===== config.mk =====
export PLATFORM = sky130hd
export DESIGN_NAME = spi_nand_operation_sequencer
export DESIGN_NICKNAME = d
export VERILOG_FILES = /design/src/rtl/core/sns_pkg.sv /design/src/rtl/core/spi_nand_operation_sequencer.sv /design/src/rtl/core/sns_ctrl.sv /design/src/rtl/core/sns_dp.sv
export SDC_FILE = /design/constraint.sdc
export NUM_CORES = 1
export LEC_CHECK = 0
export BUFFER_PORTS_ARGS = -buffer_cell sky130_fd_sc_hd__buf_4
export CAP_MARGIN = 0
export CORE_ASPECT_RATIO = 1.5
export CORE_MARGIN = 3
export CORE_UTILIZATION = 60
export CTS_CLUSTER_SIZE = 25
export DETAILED_ROUTE_END_ITERATION = 10
export PLACE_DENSITY = 0.87
export SLEW_MARGIN = 20
export SYNTH_ARGS = -nofsm -noshare
export SYNTH_HDL_FRONTEND = slang
export SYNTH_HIERARCHICAL = 1
export SYNTH_SLANG_ARGS = --single-unit
export TNS_END_PERCENT = 1

===== constraint.sdc =====
create_clock -name clk -period 11.6 [get_ports clk]
set_clock_uncertainty 0.15 [all_clocks]
set_input_delay 0.58 -clock clk [delete_from_list [all_inputs] [get_ports clk]]
set_output_delay 0.58 -clock clk [all_outputs]
set_load 0.01 [all_outputs]

===== src/rtl/core/sns_pkg.sv =====
// ============================================================================
// sns_pkg - shared types and codes for the SPI NAND operation sequencer
// Command, result, transfer and register codes, word layouts and the
// control/status bundles between the sequencer controller and datapath.
// ============================================================================
package sns_pkg;

  // Word widths on the stream ports
  localparam int IN_TDATA_W  = 104;  // 97 payload bits, padded to bytes
  localparam int OUT_TDATA_W = 160;  // 157 payload bits, padded to bytes
  localparam int CMD_W       = 3;
  localparam int ISSUE_W     = 3;
  localparam int CFG_IDX_W   = 2;
  localparam int CFG_DATA_W  = 32;

  // Field widths
  localparam int ADDR_W  = 32;
  localparam int PAGE_W  = 14;
  localparam int ROW_W   = 24;
  localparam int COL_W   = 16;
  localparam int RC_W    = 3;
  localparam int LANE_W  = 2;
  localparam int STAT_W  = 2;
  localparam int DIV_CNT_W = 5;  // one quotient bit per step, 32 steps

  // Page size limits and register reset values
  localparam logic [PAGE_W-1:0] PAGE_MIN      = 14'd512;
  localparam logic [PAGE_W-1:0] PAGE_MAX      = 14'd8192;
  localparam logic [PAGE_W-1:0] PAGE_RST      = 14'd2048;
  localparam logic [ADDR_W-1:0] CAPACITY_RST  = 32'd134217728;

  // Host commands (carried in s_tuser)
  localparam logic [CMD_W-1:0] CMD_READ   = 3'd0;
  localparam logic [CMD_W-1:0] CMD_WRITE  = 3'd1;
  localparam logic [CMD_W-1:0] CMD_ERASE  = 3'd2;
  localparam logic [CMD_W-1:0] CMD_CURSOR = 3'd3;
  localparam logic [CMD_W-1:0] CMD_BUSDONE = 3'd4;

  // Result codes
  localparam logic [RC_W-1:0] RC_OK      = 3'd0;
  localparam logic [RC_W-1:0] RC_BUSY    = 3'd1;
  localparam logic [RC_W-1:0] RC_RANGE   = 3'd2;
  localparam logic [RC_W-1:0] RC_BUSERR  = 3'd3;
  localparam logic [RC_W-1:0] RC_INVALID = 3'd4;

  // SPI transfers to issue (carried in m_tuser)
  localparam logic [ISSUE_W-1:0] ISS_NONE    = 3'd0;
  localparam logic [ISSUE_W-1:0] ISS_WEN     = 3'd1;
  localparam logic [ISSUE_W-1:0] ISS_PGREAD  = 3'd2;
  localparam logic [ISSUE_W-1:0] ISS_CACHERD = 3'd3;
  localparam logic [ISSUE_W-1:0] ISS_PGLOAD  = 3'd4;
  localparam logic [ISSUE_W-1:0] ISS_PGEXEC  = 3'd5;
  localparam logic [ISSUE_W-1:0] ISS_POLL    = 3'd6;
  localparam logic [ISSUE_W-1:0] ISS_ERASE   = 3'd7;

  // Engine status
  localparam logic [STAT_W-1:0] ST_IDLE  = 2'd0;
  localparam logic [STAT_W-1:0] ST_BUSY  = 2'd1;
  localparam logic [STAT_W-1:0] ST_ERROR = 2'd2;

  // Configuration register indexes
  localparam logic [CFG_IDX_W-1:0] CFG_PAGE_SIZE = 2'd0;
  localparam logic [CFG_IDX_W-1:0] CFG_CAPACITY  = 2'd1;
  localparam logic [CFG_IDX_W-1:0] CFG_QUAD_MODE = 2'd2;
  localparam logic [CFG_IDX_W-1:0] CFG_QUAD_IO   = 2'd3;

  // Controller to datapath
  typedef struct packed {
    logic load;    // capture input word, seed divider
    logic step;    // one divider iteration
    logic commit;  // apply step, load output register
  } dp_ctrl_t;

  // Datapath to controller
  typedef struct packed {
    logic div_done;  // current step produces the last quotient bit
  } dp_status_t;

endpackage


===== src/rtl/core/spi_nand_operation_sequencer.sv =====
// ============================================================================
// spi_nand_operation_sequencer - non-blocking SPI NAND operation sequencer
// Takes host commands and bus-done events, answers each with the next SPI
// transfer to issue, splitting reads and writes at page boundaries.
// ============================================================================
// Usage:
//   Input words on s_*: command kind in s_tuser, offset/length/host address
//   and bus status in s_tdata. Every input word yields exactly one result
//   word on m_*: transfer to issue in m_tuser, operation end in m_tlast,
//   the remaining result fields in m_tdata.
//   Configuration writes on cfg_* (index 0 page size, 1 capacity, 2 quad
//   mode, 3 quad io) are always ready; write them only while idle.
// Flow:
//   Each word passes through a capture step, a one-bit-per-cycle restoring
//   divider that yields row and column of the working offset, and a commit
//   step. One word is in flight at a time: the next word is accepted only
//   after the previous one has been committed.
// Reset and stall:
//   rst (synchronous) restores register defaults and idles the engine with
//   cursor zero. A finished result holds in the output register while
//   m_tready is low; the next word is still accepted and divided, and its
//   commit waits until the output register frees.
// ============================================================================
module spi_nand_operation_sequencer (
  input  logic                                clk,
  input  logic                                rst,
  // s_tdata: flash_offset[31:0], byte_length[63:32], host_address[95:64],
  //          bus_ok[96], zero pad
  input  logic                                s_tvalid,
  output logic                                s_tready,
  input  logic [sns_pkg::IN_TDATA_W-1:0]      s_tdata,
  // s_tuser: cmd[2:0]
  input  logic [sns_pkg::CMD_W-1:0]           s_tuser,
  // m_tdata: result_code[2:0], page_row[26:3], page_column[42:27],
  //          chunk_bytes_out[56:43], chunk_address[88:57], lane_mode[90:89],
  //          granted_length[122:91], cursor_out[154:123],
  //          engine_status[156:155], zero pad
  output logic                                m_tvalid,
  input  logic                                m_tready,
  output logic [sns_pkg::OUT_TDATA_W-1:0]     m_tdata,
  // m_tuser: issue[2:0]
  output logic [sns_pkg::ISSUE_W-1:0]         m_tuser,
  // m_tlast: done_res
  output logic                                m_tlast,
  input  logic                                cfg_valid,
  output logic                                cfg_ready,
  input  logic [sns_pkg::CFG_IDX_W-1:0]       cfg_index,
  input  logic [sns_pkg::CFG_DATA_W-1:0]      cfg_data
);
  import sns_pkg::*;

  dp_ctrl_t   ctrl;
  dp_status_t status;

  assign cfg_ready = 1'b1;

  sns_ctrl u_ctrl (
    .clk      (clk),
    .rst      (rst),
    .s_tvalid (s_tvalid),
    .s_tready (s_tready),
    .m_tvalid (m_tvalid),
    .m_tready (m_tready),
    .status   (status),
    .ctrl     (ctrl)
  );

  sns_dp u_dp (
    .clk       (clk),
    .rst       (rst),
    .ctrl      (ctrl),
    .status    (status),
    .s_tdata   (s_tdata),
    .s_tuser   (s_tuser),
    .cfg_valid (cfg_valid),
    .cfg_index (cfg_index),
    .cfg_data  (cfg_data),
    .m_tdata   (m_tdata),
    .m_tuser   (m_tuser),
    .m_tlast   (m_tlast)
  );

`ifndef SYNTH
  // an accepted word occupies the divider: no back-to-back acceptance
  a_no_b2b: assert property (@(posedge clk) disable iff (rst)
    s_tvalid && s_tready |=> !s_tready)
    else $error("input accepted during divide");

  // a completed or failed operation never reports busy
  a_done_not_busy: assert property (@(posedge clk) disable iff (rst)
    m_tvalid && m_tlast |-> m_tdata[156:155] != ST_BUSY)
    else $error("done reported with busy status");

  // any issued transfer comes with a busy result and busy engine
  a_issue_busy: assert property (@(posedge clk) disable iff (rst)
    m_tvalid && m_tuser != ISS_NONE |->
      m_tdata[2:0] == RC_BUSY && m_tdata[156:155] == ST_BUSY)
    else $error("transfer issued without busy result");

  // a bus error result always ends the operation in error
  a_buserr_state: assert property (@(posedge clk) disable iff (rst)
    m_tvalid && m_tdata[2:0] == RC_BUSERR |->
      m_tlast && m_tdata[156:155] == ST_ERROR)
    else $error("bus error without error state");
`endif

endmodule


===== src/rtl/core/sns_ctrl.sv =====
// ============================================================================
// sns_ctrl - sequencer controller
// Walks each accepted word through capture, serial divide and commit, and
// owns the output valid flag.
// ============================================================================
module sns_ctrl (
  input  logic                clk,
  input  logic                rst,
  input  logic                s_tvalid,
  output logic                s_tready,
  output logic                m_tvalid,
  input  logic                m_tready,
  input  sns_pkg::dp_status_t status,
  output sns_pkg::dp_ctrl_t   ctrl
);
  import sns_pkg::*;

  typedef enum logic [1:0] {
    C_IDLE,
    C_DIV,
    C_EXEC
  } ctrl_state_t;

  ctrl_state_t state;

  assign s_tready = (state == C_IDLE);

  // Commands to the datapath
  always_comb begin
    ctrl.load   = (state == C_IDLE) && s_tvalid;
    ctrl.step   = (state == C_DIV);
    ctrl.commit = (state == C_EXEC) && (!m_tvalid || m_tready);
  end

  // State and output valid
  always_ff @(posedge clk) begin
    if (rst) begin
      state    <= C_IDLE;
      m_tvalid <= 1'b0;
    end else begin
      case (state)
        C_IDLE: if (s_tvalid) state <= C_DIV;
        C_DIV:  if (status.div_done) state <= C_EXEC;
        C_EXEC: if (ctrl.commit) state <= C_IDLE;
        default: state <= C_IDLE;
      endcase
      if (ctrl.commit) begin
        m_tvalid <= 1'b1;
      end else if (m_tready) begin
        m_tvalid <= 1'b0;
      end
    end
  end

endmodule


===== src/rtl/core/sns_dp.sv =====
// ============================================================================
// sns_dp - sequencer datapath
// Configuration registers, operation state, a restoring divider that yields
// row and column of the working offset, and the registered result word.
// ============================================================================
module sns_dp (
  input  logic                                  clk,
  input  logic                                  rst,
  input  sns_pkg::dp_ctrl_t                     ctrl,
  output sns_pkg::dp_status_t                   status,
  input  logic [sns_pkg::IN_TDATA_W-1:0]        s_tdata,
  input  logic [sns_pkg::CMD_W-1:0]             s_tuser,
  input  logic                                  cfg_valid,
  input  logic [sns_pkg::CFG_IDX_W-1:0]         cfg_index,
  input  logic [sns_pkg::CFG_DATA_W-1:0]        cfg_data,
  output logic [sns_pkg::OUT_TDATA_W-1:0]       m_tdata,
  output logic [sns_pkg::ISSUE_W-1:0]           m_tuser,
  output logic                                  m_tlast
);
  import sns_pkg::*;

  typedef enum logic [3:0] {
    PH_IDLE,
    PH_RD_PAGE,
    PH_RD_POLL,
    PH_RD_CACHE,
    PH_WR_WEN,
    PH_WR_LOAD,
    PH_WR_EXEC,
    PH_WR_POLL,
    PH_ER_WEN,
    PH_ER_ERASE,
    PH_ER_POLL,
    PH_ERROR
  } phase_t;

  // Configuration
  logic [PAGE_W-1:0] page_size;
  logic [ADDR_W-1:0] capacity_bytes;
  logic              quad_mode;
  logic              quad_io;

  // Operation state
  phase_t            phase, phase_next;
  logic [ADDR_W-1:0] cursor, cursor_next;
  logic [ADDR_W-1:0] op_offset, op_offset_next;
  logic [ADDR_W-1:0] bytes_left, bytes_left_next;
  logic [PAGE_W-1:0] chunk_bytes, chunk_bytes_next;
  logic [ADDR_W-1:0] host_pointer, host_pointer_next;

  // Captured input word
  logic [CMD_W-1:0]  in_cmd;
  logic [ADDR_W-1:0] in_off;
  logic [ADDR_W-1:0] in_len;
  logic [ADDR_W-1:0] in_haddr;
  logic              in_ok;

  // Divider
  logic [ADDR_W-1:0]    quot;
  logic [PAGE_W-1:0]    rem;
  logic [DIV_CNT_W-1:0] div_cnt;
  logic [ADDR_W-1:0]    dividend;
  logic [PAGE_W:0]      trial;
  logic                 trial_ge;

  // Result register
  logic [RC_W-1:0]    o_rc, rc;
  logic [ISSUE_W-1:0] o_issue, issue;
  logic [ROW_W-1:0]   o_row, row_v;
  logic [COL_W-1:0]   o_col, col_v;
  logic [PAGE_W-1:0]  o_cnt, cnt_v;
  logic [ADDR_W-1:0]  o_caddr, caddr_v;
  logic [LANE_W-1:0]  o_lane, lane_v;
  logic               o_done, done_v;
  logic [ADDR_W-1:0]  o_grant, grant_v;
  logic [ADDR_W-1:0]  o_cursor;
  logic [STAT_W-1:0]  o_status, status_v;

  // Helpers
  logic [PAGE_W-1:0] pg;
  logic [PAGE_W-1:0] avail;
  logic [PAGE_W-1:0] chunk_fit;
  logic [ADDR_W-1:0] adv_off;
  logic [ADDR_W-1:0] adv_left;
  logic [ADDR_W-1:0] adv_host;
  logic [ADDR_W-1:0] room;
  logic [ADDR_W-1:0] grant;
  logic              busy;

  // Effective page size, clamped to the legal range
  always_comb begin
    if (page_size < PAGE_MIN) begin
      pg = PAGE_MIN;
    end else if (page_size > PAGE_MAX) begin
      pg = PAGE_MAX;
    end else begin
      pg = page_size;
    end
  end

  assign busy = (phase != PH_IDLE) && (phase != PH_ERROR);

  // Chunk and advance arithmetic
  assign avail     = pg - rem;
  assign chunk_fit = (bytes_left < {{(ADDR_W-PAGE_W){1'b0}}, avail}) ?
                     bytes_left[PAGE_W-1:0] : avail;
  assign adv_off   = op_offset + {{(ADDR_W-PAGE_W){1'b0}}, chunk_bytes};
  assign adv_left  = bytes_left - {{(ADDR_W-PAGE_W){1'b0}}, chunk_bytes};
  assign adv_host  = host_pointer + {{(ADDR_W-PAGE_W){1'b0}}, chunk_bytes};
  assign room      = (cursor < capacity_bytes) ? (capacity_bytes - cursor) : '0;
  assign grant     = (in_len > room) ? room : in_len;

  // Offset whose row and column this word needs
  always_comb begin
    if (s_tuser == CMD_READ) begin
      dividend = cursor;
    end else if (phase == PH_RD_CACHE) begin
      dividend = adv_off;
    end else begin
      dividend = op_offset;
    end
  end

  // Restoring divide step
  assign trial    = {rem, quot[ADDR_W-1]};
  assign trial_ge = (trial >= {1'b0, pg});
  assign status.div_done = (div_cnt == {DIV_CNT_W{1'b1}});

  // Step decode
  always_comb begin
    rc       = RC_INVALID;
    issue    = ISS_NONE;
    row_v    = '0;
    col_v    = '0;
    cnt_v    = '0;
    caddr_v  = '0;
    lane_v   = '0;
    done_v   = 1'b0;
    grant_v  = '0;
    phase_next        = phase;
    cursor_next       = cursor;
    op_offset_next    = op_offset;
    bytes_left_next   = bytes_left;
    chunk_bytes_next  = chunk_bytes;
    host_pointer_next = host_pointer;

    if (in_cmd == CMD_READ || in_cmd == CMD_WRITE || in_cmd == CMD_ERASE) begin
      if (busy) begin
        rc = RC_BUSY;
      end else if (in_cmd == CMD_ERASE) begin
        if (in_off < capacity_bytes) begin
          op_offset_next    = in_off;
          bytes_left_next   = '0;
          chunk_bytes_next  = '0;
          host_pointer_next = '0;
          phase_next        = PH_ER_WEN;
          rc    = RC_BUSY;
          issue = ISS_WEN;
        end else begin
          rc = RC_RANGE;
        end
      end else begin
        grant_v           = grant;
        op_offset_next    = cursor;
        bytes_left_next   = grant;
        chunk_bytes_next  = '0;
        host_pointer_next = in_haddr;
        rc = RC_BUSY;
        if (in_cmd == CMD_READ) begin
          phase_next = PH_RD_PAGE;
          issue      = ISS_PGREAD;
          row_v      = quot[ROW_W-1:0];
        end else begin
          phase_next = PH_WR_WEN;
          issue      = ISS_WEN;
        end
      end
    end else if (in_cmd == CMD_CURSOR) begin
      if (in_off < capacity_bytes) begin
        cursor_next = in_off;
        rc = RC_OK;
      end else begin
        rc = RC_RANGE;
      end
    end else if (in_cmd == CMD_BUSDONE && busy) begin
      if (!in_ok) begin
        // transfer failed: park in error
        phase_next        = PH_ERROR;
        op_offset_next    = '0;
        chunk_bytes_next  = '0;
        host_pointer_next = '0;
        rc     = RC_BUSERR;
        done_v = 1'b1;
      end else begin
        rc = RC_BUSY;
        case (phase)
          PH_RD_PAGE: begin
            phase_next = PH_RD_POLL;
            issue      = ISS_POLL;
          end
          PH_RD_POLL: begin
            chunk_bytes_next = chunk_fit;
            phase_next = PH_RD_CACHE;
            issue      = ISS_CACHERD;
            col_v      = {{(COL_W-PAGE_W){1'b0}}, rem};
            cnt_v      = chunk_fit;
            caddr_v    = host_pointer;
            lane_v     = {quad_io, quad_mode};
          end
          PH_WR_WEN: begin
            chunk_bytes_next = chunk_fit;
            phase_next = PH_WR_LOAD;
            issue      = ISS_PGLOAD;
            col_v      = {{(COL_W-PAGE_W){1'b0}}, rem};
            cnt_v      = chunk_fit;
            caddr_v    = host_pointer;
            lane_v     = {1'b0, quad_mode};
          end
          PH_WR_LOAD: begin
            phase_next = PH_WR_EXEC;
            issue      = ISS_PGEXEC;
            row_v      = quot[ROW_W-1:0];
          end
          PH_WR_EXEC: begin
            phase_next = PH_WR_POLL;
            issue      = ISS_POLL;
          end
          PH_RD_CACHE, PH_WR_POLL: begin
            host_pointer_next = adv_host;
            bytes_left_next   = adv_left;
            op_offset_next    = adv_off;
            if (adv_left != '0) begin
              if (phase == PH_RD_CACHE) begin
                phase_next = PH_RD_PAGE;
                issue      = ISS_PGREAD;
                row_v      = quot[ROW_W-1:0];
              end else begin
                phase_next = PH_WR_WEN;
                issue      = ISS_WEN;
              end
            end else begin
              // last chunk: cursor moves to the end, wraps at capacity
              phase_next  = PH_IDLE;
              cursor_next = (adv_off == capacity_bytes) ? '0 : adv_off;
              rc     = RC_OK;
              done_v = 1'b1;
            end
          end
          PH_ER_WEN: begin
            phase_next = PH_ER_ERASE;
            issue      = ISS_ERASE;
            row_v      = quot[ROW_W-1:0];
          end
          PH_ER_ERASE: begin
            phase_next = PH_ER_POLL;
            issue      = ISS_POLL;
          end
          PH_ER_POLL: begin
            phase_next = PH_IDLE;
            rc     = RC_OK;
            done_v = 1'b1;
          end
          default: rc = RC_INVALID;
        endcase
      end
    end

    case (phase_next)
      PH_IDLE:  status_v = ST_IDLE;
      PH_ERROR: status_v = ST_ERROR;
      default:  status_v = ST_BUSY;
    endcase
  end

  // Registers
  always_ff @(posedge clk) begin
    if (rst) begin
      page_size      <= PAGE_RST;
      capacity_bytes <= CAPACITY_RST;
      quad_mode      <= 1'b0;
      quad_io        <= 1'b0;
      phase          <= PH_IDLE;
      cursor         <= '0;
      op_offset      <= '0;
      bytes_left     <= '0;
      chunk_bytes    <= '0;
      host_pointer   <= '0;
      div_cnt        <= '0;
    end else begin
      // configuration writes
      if (cfg_valid) begin
        case (cfg_index)
          CFG_PAGE_SIZE: page_size      <= cfg_data[PAGE_W-1:0];
          CFG_CAPACITY:  capacity_bytes <= cfg_data[ADDR_W-1:0];
          CFG_QUAD_MODE: quad_mode      <= cfg_data[0];
          CFG_QUAD_IO:   quad_io        <= cfg_data[0];
          default: ;
        endcase
      end

      // capture and divider
      if (ctrl.load) begin
        in_cmd   <= s_tuser;
        in_off   <= s_tdata[31:0];
        in_len   <= s_tdata[63:32];
        in_haddr <= s_tdata[95:64];
        in_ok    <= s_tdata[96];
        quot     <= dividend;
        rem      <= '0;
        div_cnt  <= '0;
      end else if (ctrl.step) begin
        rem     <= trial_ge ? (trial[PAGE_W-1:0] - pg) : trial[PAGE_W-1:0];
        quot    <= {quot[ADDR_W-2:0], trial_ge};
        div_cnt <= div_cnt + 1'b1;
      end

      // apply step
      if (ctrl.commit) begin
        phase        <= phase_next;
        cursor       <= cursor_next;
        op_offset    <= op_offset_next;
        bytes_left   <= bytes_left_next;
        chunk_bytes  <= chunk_bytes_next;
        host_pointer <= host_pointer_next;
        o_rc     <= rc;
        o_issue  <= issue;
        o_row    <= row_v;
        o_col    <= col_v;
        o_cnt    <= cnt_v;
        o_caddr  <= caddr_v;
        o_lane   <= lane_v;
        o_done   <= done_v;
        o_grant  <= grant_v;
        o_cursor <= cursor_next;
        o_status <= status_v;
      end
    end
  end

  // Result word
  assign m_tdata = {3'b000, o_status, o_cursor, o_grant, o_lane, o_caddr,
                    o_cnt, o_col, o_row, o_rc};
  assign m_tuser = o_issue;
  assign m_tlast = o_done;

endmodule


==> out/results.txt <==
The flow ran to the end, and the final reports show no timing, DRC or antenna violations. The placeable core region was 51,050 um2. The number of global-route vias before repair came out at 28,240. Power spread over the standard cell area amounts to 119.8 nW/um2. IR analysis of the VDD net gives a maximum drop of 0.1469 mV. Summing over every cut layer, the via total after detailed routing is 29,420. The logs give 3,861 for the filler cell count and 4.939 ns for the pre-CTS worst setup slack. Registers take 13,200 um2. In this run the remaining antenna-violating nets after routing total 0. The logs give 54,910 um2 for the area of the die and 1.048 for the final weighted congestion of routability-driven global placement. After detailed placement, the total cell area comes to 33,810 um2.

Buffers inserted during clock tree synthesis total 47. For the required time of the critical path, the log shows 11.96 ns. The count of TritonRoute iterations in the first routing pass is 6, and the buffer depth of the longest clock path is 3. The internal power consumption is 3132 uW.

The aggregate negative setup slack is 0 ns, and the final critical delay including setup and external delays is 6.936 ns. Traced cell by cell, the critical path runs through inv_1 > ha_1 > inv_1 > fa_1 > a211oi_1 > o21ai_0 > o2111ai_1 > a21oi_1 > o21ai_0 > a21oi_1 > a21bo_2 > nand2_1 > ha_1 > a21o_1 > a21o_1 > a21oi_1 > o32ai_1 > a2111oi_0 > o211ai_1 > buf_4 > nor2_1 > a22o_1 > o21ai_0 > a21oi_1. The share of cells above drive strength 1 works out to 0.1349.

The critical-path cell with the highest stage delay was a21bo_2. nand2_1 is the most common cell in the netlist. The worst setup path is of the reg -> reg kind. Dividing the detail-routed wire length by the instance count gives 24.67 um. Max-cap violations in this run came to 0.

In this run the worst hold path is classified as in -> reg. The routed design has 109,100 um of wire. After the first detailed-routing iteration, the DRC count stood at 3,707. The logs give 16,550 um2 for the area of the multi-input gates and 7.29 ns for the critical path arrival. In the synthesized netlist, the cells that appear most often are nand2_1 (369), nor2_1 (354), edfxtp_1 (305). After synthesis the netlist holds a flip-flop and latch count of 507. The insertion delay to the later sink of the worst-skew pair was 0.62 ns. The startpoint type of the worst setup path was a flop. The final worst-path setup slack was 4.664 ns. The maximum number of pins on one net before global-route repair came out at 83. The run gives 4,036 as the count of nets after finishing. The initial core utilization was 0.6120; the synthesized instance count was 3,487. For the portion of the post-synthesis area used by sequential elements, the log shows 0.4225. The tools report the level count of the clock H-tree as 2. Clock tree synthesis selected as its root buffer the cell clkbuf_16. The remaining global-route overflow is 0. The via density per instance is 6.649.

The tools report the number of endpoints failing setup at the final stage as 0. The tools report the static leakage as 0.01411 uW. The first global-routing pass estimated 163,400 um of wire.

The number of synthesized flops with an enable pin came out at 305. The relative contribution of the clock network to total power came out at 0.394. STA classifies the critical path endpoint as a flop. By area the synthesized netlist is led by edfxtp_1 (29%), dfxtp_1 (13%), ha_1 (7.2%).

The final period utilization was 0.5979; the final routed DRC violation total was 0. The number of placement rows was 101. The combinational group share of total power is 0.146. TritonCTS built the clock tree. For the count of yosys warnings during synthesis, the log shows 6. The synthesized netlist occupies a cell area of 31,250 um2. The total count of max-transition violations in the final report was 0; the total of buffers placed on input and output ports was 299. Counting distinct cell types in the post-synthesis netlist gives 92.

In this run the worst path has a maximum fanout of 54. Number of sinks driven by the clock tree: 507. The fraction of power spent switching nets was 0.2733; the fraction of synthesis flops using an asynchronous set or reset pin was 0. The logs give 0.2031 for the worst-case headroom to the max-slew limit and 35,990 um2 for the summed area of non-filler cells in the final layout.

The number of antenna violations at the first check in global routing was 11. For this run, the leading register cell type out of synthesis is edfxtp_1. The cell that appears most often on the critical path is a21oi_1. The portion of synthesized cell area occupied by the leading cell type came out at 0.2931. For the overall fraction of global-route tracks in use, the log shows 0.3873. The net switching power was 1178 uW. The portion of total power attributed to sequential cells is 0.460, and the area growth from synthesis to layout is 15.18%. After legalization and detailed placement, the total HPWL measured 78,110 um. The number of endpoints with negative hold slack in the final report is 0, and the die extent in y is 285.5 um.

Across all hold checks on the routed design, the worst slack comes to 0.007004 ns. During I/O placement, the number of pins put on the boundary was 313. Summed over all instances, the cell type with the most area after synthesis is edfxtp_1. The floorplan die width works out to 192.3 um. Register clock-pin slew on the reported worst setup and hold paths: 0.08 ns. Setup repair after global routing left no endpoint under its margin. At the pin with the least slew margin, the transition time is 1.191 ns. Static timing analysis puts the maximum clock frequency at 0.1442 GHz. The largest incremental delay on the critical path came out at 0.85 ns. Each instance of the synthesized netlist takes up on average 8.961 um2.
## worst max-delay path: cells and delay by family, from the launching register on
kind / cells / cell delay (ns)
adders and majority gates: 3 / 0.76
DFF: 1 / 0.41
and+or+nand+nor: 2 / 0.86
AOI/OAI and AO/OA: 16 / 4.16
buffers and inverters: 3 / 0.47
## path summary, 6_finish.rpt
check | cells past startpoint | endpoint | start | slack (ns)
worst max-delay path | 24 | u_dp/bytes_left[19]$_SDFFE_PP0P_ | u_dp/capacity_bytes[0]$_SDFFE_PP0P_ | 4.66
worst min register to register | 2 | u_dp/page_size[9]$_SDFFE_PP0P_ | u_dp/page_size[9]$_SDFFE_PP0P_ | 0.32
worst max register to register | 24 | u_dp/bytes_left[19]$_SDFFE_PP0P_ | u_dp/capacity_bytes[0]$_SDFFE_PP0P_ | 4.66
worst min-delay path | 1 | u_dp/in_off[20]$_DFFE_PP_ | s_tdata[20] | 0.007
## metrics by stage
step	std cells	util	total power, uW
6_report	4424	0.7050	4310
5_1_grt	4423	0.7049	4437
4_1_cts	4411	0.7040	4296
3_5_place_dp	4277	0.6622	2615
3_3_place_gp	4277	0.6622	2603
2_1_floorplan	3491	-	2409
## area by class of cell
cell class / instances / area share
multi-input combinational: 2581 / 0.4597
sequential: 507 / 0.3668
timing repair buffer: 386 / 0.08396
clock buffer: 55 / 0.03581
tap: 669 / 0.02326
inverter: 182 / 0.01898
clock inverter: 33 / 0.01067
antenna: 11 / 0.0007648
## state kept, by name, indices dropped and copies added (netlist names), 24 cells and up
| register | count |
|---|---|
| u_dp/host_pointer | 32 |
| u_dp/in_haddr | 32 |
| u_dp/o_row | 24 |
| u_dp/o_caddr | 32 |
| u_dp/in_off | 32 |
| u_dp/in_len | 32 |
| u_dp/capacity_bytes | 32 |
| u_dp/quot | 32 |
| u_dp/op_offset | 32 |
| u_dp/o_grant | 32 |
| u_dp/o_cursor | 32 |
| u_dp/bytes_left | 32 |
| u_dp/cursor | 32 |
## repair_timing
item	CTS	global route
gates resized for setup	0	0
hold buffers	46	2
buffers inserted	0	0
endpoints found under the hold margin	46	2
## routing by layer
metal | up-vias | wire, um | global-route usage
met5 | - | 13 | 0
met4 | 2 | 9879 | 0.2830
met3 | 530 | 9482 | 0.05786
met2 | 1913 | 52490 | 0.6447
met1 | 13820 | 37260 | 0.4499
li1 | 13150 | - | -
## layout by cell type, fill, tap and decap left out, types with 50 or more instances in the layout
master and instances:
nand2_1 369, nor2_1 350, buf_4 337, edfxtp_1 305, a21oi_1 271, dfxtp_1 202
inv_1 182, ha_1 179, o21ai_0 177, nor3_1 97, xnor2_1 93, nand3_1 61
and3_1 57, a31oi_1 50, and2_1 50
## power by group through the flow
| stage | Combinational [uW] | Sequential [uW] | Clock (uW) |
|---|---|---|---|
| final | 631 | 1980 | 1700 |
| after global routing | 683 | 1980 | 1770 |
| after CTS | 612 | 1980 | 1700 |
| after detailed placement | 595 | 2020 | 0 |
| after global placement | 584 | 2020 | 0 |
| after floorplan | 404 | 2010 | 0 |
## kinds of logic after synthesis
logic type,Yosys count,share of synthesized area
buffers and inverters,403,0.05089
adders and majority gates,185,0.07552
other,2,0.0002403
AOI/OAI and AO/OA,958,0.2031
xor gates and xnor gates,143,0.04052
muxes,68,0.02319
and+or+nand+nor,1221,0.1840
DFF,507,0.4225
No activity file was read; power rests on OpenSTA's default activity.
